--- src/rtl/trnm_pkg.sv ---
// shared types, codes and helpers for the tower reject neighbour map
// no dependencies; imported by every module of the block
package trnm_pkg;

   localparam int NUM_SECTORS  = 8;
   localparam int SECTOR_W     = 3;
   localparam int MASK_W       = 21;
   localparam int MAP_W        = 32;
   localparam int COUNT_W      = 16;
   localparam int TOWER_Z_W    = 7;
   localparam int TOWER_Y_W    = 6;
   localparam int ROW_SPAN     = 5;
   localparam int TOP_ROW_BASE = 18;
   localparam int STEP_W       = 3;
   localparam logic [SECTOR_W-1:0] FIRST_GLASS = 3'd6;
   localparam logic [STEP_W-1:0]   LAST_STEP   = 3'd5;

   typedef enum logic [1:0] {
      OP_CLEAR = 2'd0,
      OP_MARK  = 2'd1,
      OP_QUERY = 2'd2,
      OP_NONE  = 2'd3
   } op_type;

   typedef enum logic [2:0] {
      ST_CLEAR,
      ST_IDLE,
      ST_MARK_RD,
      ST_MARK_WR,
      ST_QUERY,
      ST_DONE
   } state_type;

   // software sector (arm * 4 + arm_sector) to hardware sector
   function automatic logic [SECTOR_W-1:0] sector_map(input logic [SECTOR_W-1:0] sw);
      logic [SECTOR_W-1:0] hw;
      unique case (sw)
         3'd0:    hw = 3'd0;
         3'd1:    hw = 3'd1;
         3'd2:    hw = 3'd2;
         3'd3:    hw = 3'd3;
         3'd4:    hw = 3'd6;
         3'd5:    hw = 3'd7;
         3'd6:    hw = 3'd4;
         default: hw = 3'd5;
      endcase
      return hw;
   endfunction

   // place a five-tower y window of neighbour row k (dz = k - 2) into the mask
   function automatic logic [MASK_W-1:0] place_row(input logic [ROW_SPAN-1:0] w,
                                                   input logic [STEP_W-1:0] k);
      logic [MASK_W-1:0] m;
      m = '0;
      for (int kk = 0; kk < ROW_SPAN; kk++) begin
         if (k == STEP_W'(kk)) begin
            for (int j = 1; j <= 3; j++) begin
               m[3 + ROW_SPAN*(j-1) + kk] = w[j];
            end
            // corners of the 5x5 are left out
            if (kk >= 1 && kk <= 3) begin
               m[kk-1]                = w[0];
               m[TOP_ROW_BASE + kk-1] = w[ROW_SPAN-1];
            end
         end
      end
      return m;
   endfunction

endpackage

--- src/rtl/trnm_window.sv ---
// shared shift unit: pulls the y-2..y+2 window out of one bitmap row
// and places it into the neighbour mask; uses trnm_pkg
module trnm_window
   import trnm_pkg::*;
#(
   parameter int ROW_W = 48
) (
   input  logic [ROW_W-1:0]     row,
   input  logic                 row_ok,
   input  logic [TOWER_Y_W-1:0] tower_y,
   input  logic [STEP_W-1:0]    step,
   output logic [MASK_W-1:0]    contrib
);

   logic [ROW_W+3:0]    ext;
   logic [ROW_W+3:0]    shifted;
   logic [ROW_SPAN-1:0] win;

   always_comb begin
      // two zero towers on each side cover y-2 below 0 and y+2 past the row
      ext     = {2'b00, row, 2'b00};
      shifted = ext >> tower_y;
      win     = row_ok ? shifted[ROW_SPAN-1:0] : '0;
      contrib = place_row(win, step);
   end

endmodule

--- config.mk ---
export PLATFORM = sky130hd
export DESIGN_NAME = trnm_window
export DESIGN_NICKNAME = d
export VERILOG_FILES = /design/src/rtl/trnm_pkg.sv /design/src/rtl/trnm_window.sv
export SDC_FILE = /design/constraint.sdc
export NUM_CORES = 1
export LEC_CHECK = 0
export BUFFER_PORTS_ARGS = -buffer_cell sky130_fd_sc_hd__buf_4
export CAP_MARGIN = 20
export CORE_MARGIN = 2
export CORE_UTILIZATION = 55
export DETAILED_ROUTE_END_ITERATION = 7
export PLACE_DENSITY = 0.93
export SLEW_MARGIN = 30
export SYNTH_ARGS = -nofsm -noshare
export SYNTH_HDL_FRONTEND = slang
export SYNTH_SLANG_ARGS = --single-unit
--- constraint.sdc ---
create_clock -name vclk -period 4.9
set_input_delay 1.225 -clock vclk [all_inputs]
set_output_delay 1.225 -clock vclk [all_outputs]
set_load 0.01 [all_outputs]
==> impl_metrics.json <==
{
  "syn_area_mm2": 0.001957,
  "tightest_slew_ns": 0.5819,
  "ant_nets": 0,
  "rows": 21,
  "p_sw_share_pct": 48.34,
  "seq_cell_count": 0,
  "slew_viol_final": 0,
  "hold_ws_ns": 2.860,
  "crit_arrival_ns": 3.31,
  "ys_types": 50,
  "nets": 342,
  "grt_use_total_pct": 29.23,
  "max_cap_viol_count": 0,
  "grt-ovfl-total": 0,
  "synthesis.instances": 219,
  "startpoint_type": "input pin",
  "irDropWorstVdd_mv": 0.06692,
  "cp_max_fo": 23,
  "grt_max_degree": 34,
  "worstHoldStart": "step[2]",
  "routed_wl_um": 6100,
  "core_mm2": 0.003390,
  "synth_nets": 277,
  "required_ns": 3.67,
  "drive_above_1_share_pct": 45.39,
  "antenna_found_initial": 0,
  "hpwl_um": 4849,
  "layout_commonest_cell": "buf_4",
  "p_per_area_mw_per_mm2": 88.51,
  "post_cts.repair.setup_buffers": 0,
  "status": "finished clean",
  "drt_iter0_drc": 159,
  "grt_pass1_vias": 2100,
  "final_util_pct": 72.87,
  "place_inst": 328,
  "vias": 2203,
  "diodes": 0,
  "pin_count": 79,
  "critPathLaunch": "tower_y[0]",
  "syn_avg_cell_area_um2": 8.936,
  "n_fill_cell": 288,
  "tns_ns": 0,
  "hp-class": "in2out",
  "die-area_mm2": 0.004051,
  "seq_area_um2": 0,
  "cts_hold_buf": 0,
  "period_share_pct": 92.50,
  "comb_power_share_pct": 100.0,
  "internal-power_uw": 112.9,
  "area.growth.synth_to_final_pct": 26.21,
  "multi_input_area_mm2": 0.001773,
  "min_period_ns": 4.533,
  "p_switching_uw": 105.7,
  "finalSetupViolCount": 0,
  "maxSlewHeadroom_pct": 60.91,
  "port_buffers": 79,
  "wl_per_cell_um": 18.60,
  "grt_setup_unrepaired": "false",
  "p_seq_share_pct": 0,
  "die_height_um": 63.65,
  "drc": 0,
  "gp_congestion": 0.9340,
  "grt_pass1_wl_um": 9673,
  "drt_pass1_iterations": 4,
  "max_freq_mhz": 220.6,
  "clkbuf_count": 0,
  "hold_viol_final": 0,
  "cellLeakagePower_uw": 0.001029,
  "post_cts_resized": 0,
  "pwr-share-clk_pct": 0,
  "cp-end-kind": "output pin",
  "start_util_pct": 57.73,
  "yosys_warnings": 0,
  "die_x_um": 63.65,
  "fin_cells": 328,
  "viasPerCell": 6.716,
  "path_class": "in2out",
  "final_cell_mix": "buf_4 (81), mux2_2 (23), mux2i_1 (21)",
  "ys_seq_area_share_pct": 0
}
==> cells in the mapped netlist (2+ instances only) <==
library cell  number  area, um2
buf_4              3      22.52
mux4_2            16      360.4
buf_6              7      78.83
clkbuf_1           2      7.510
nor3b_1            3      22.52
nor3_1            11      55.05
and2_1             2      12.51
or2_2              2      12.51
nand2_1           17      63.81
clkbuf_8           3      41.29
a311oi_1           2      17.52
nand4b_1           2      17.52
nor2b_1            3      18.77
mux2i_1           21      210.2
o21ai_0            2      10.01
a22oi_1            5      37.54
a21oi_1           12      60.06
and4_1             2      17.52
a211oi_1           3      22.52
buf_2              3      15.01
a31oi_1            3      18.77
nand3_1            5      25.02
mux4_1             5      131.4
nor2_1            15      56.30
o22ai_1           10      62.56
o211ai_1           6      45.04
inv_1              3      11.26
nand2b_1           7      43.79
mux2_2            23      259.0
==> critical path, cell delays in order <==
cell and delay [ns]:
buf_4 0.30, buf_12 0.22, buf_4 0.17, mux4_2 0.52
a22oi_1 0.21, o211ai_1 0.13, a31oi_1 0.30, nor2_1 0.09
buf_4 0.15
==> power by group through the flow <==
stage	registers (uW)	logic, uW	clock network [uW]
global placement	0	210	0
finish	0	219	0
floorplan	0	146	0
detailed placement	0	214	0
CTS	0	215	0
global route	0	234	0
==> per-stage QoR <==
step,power [uW],cell area (um2),setup WS [ns]
2_1_floorplan,145.5,1957,0.9412
3_3_place_gp,209.9,2470,0.4247
3_5_place_dp,214.1,2470,0.3810
4_1_cts,215.0,2470,0.3766
5_1_grt,234.0,2470,0.2107
6_report,218.6,2470,0.3673
==> worst paths after layout <==
kind,slack (ns),to,depth (start not counted)
hold / removal,2.86,contrib[17],4
setup / recovery,0.37,contrib[0],9
==> cell families (layout without fill, tap and decap cells) <==
family	Yosys count	after routing	synth area share, %
AOI/OAI and AO/OA	54	54	19.82
buffers and inverters	22	85	9.399
muxes	65	65	49.11
and+or+nand+nor	78	78	21.68
==> metal layers <==
layer,global-route usage (%),routed length [um],vias up
met5,0,0,-
met2,53.42,3100,135
li1,-,-,1030
met4,9.239,206,0
met3,2.857,488,21
met1,35.75,2304,1017
==> area by class of cell <==
cell class | instances | area share (%)
multi-input cells | 197 | 71.78
inverters | 3 | 0.4559
repair buffers | 82 | 25.43
well taps | 46 | 2.330
Power figures use the tool's default switching activity.
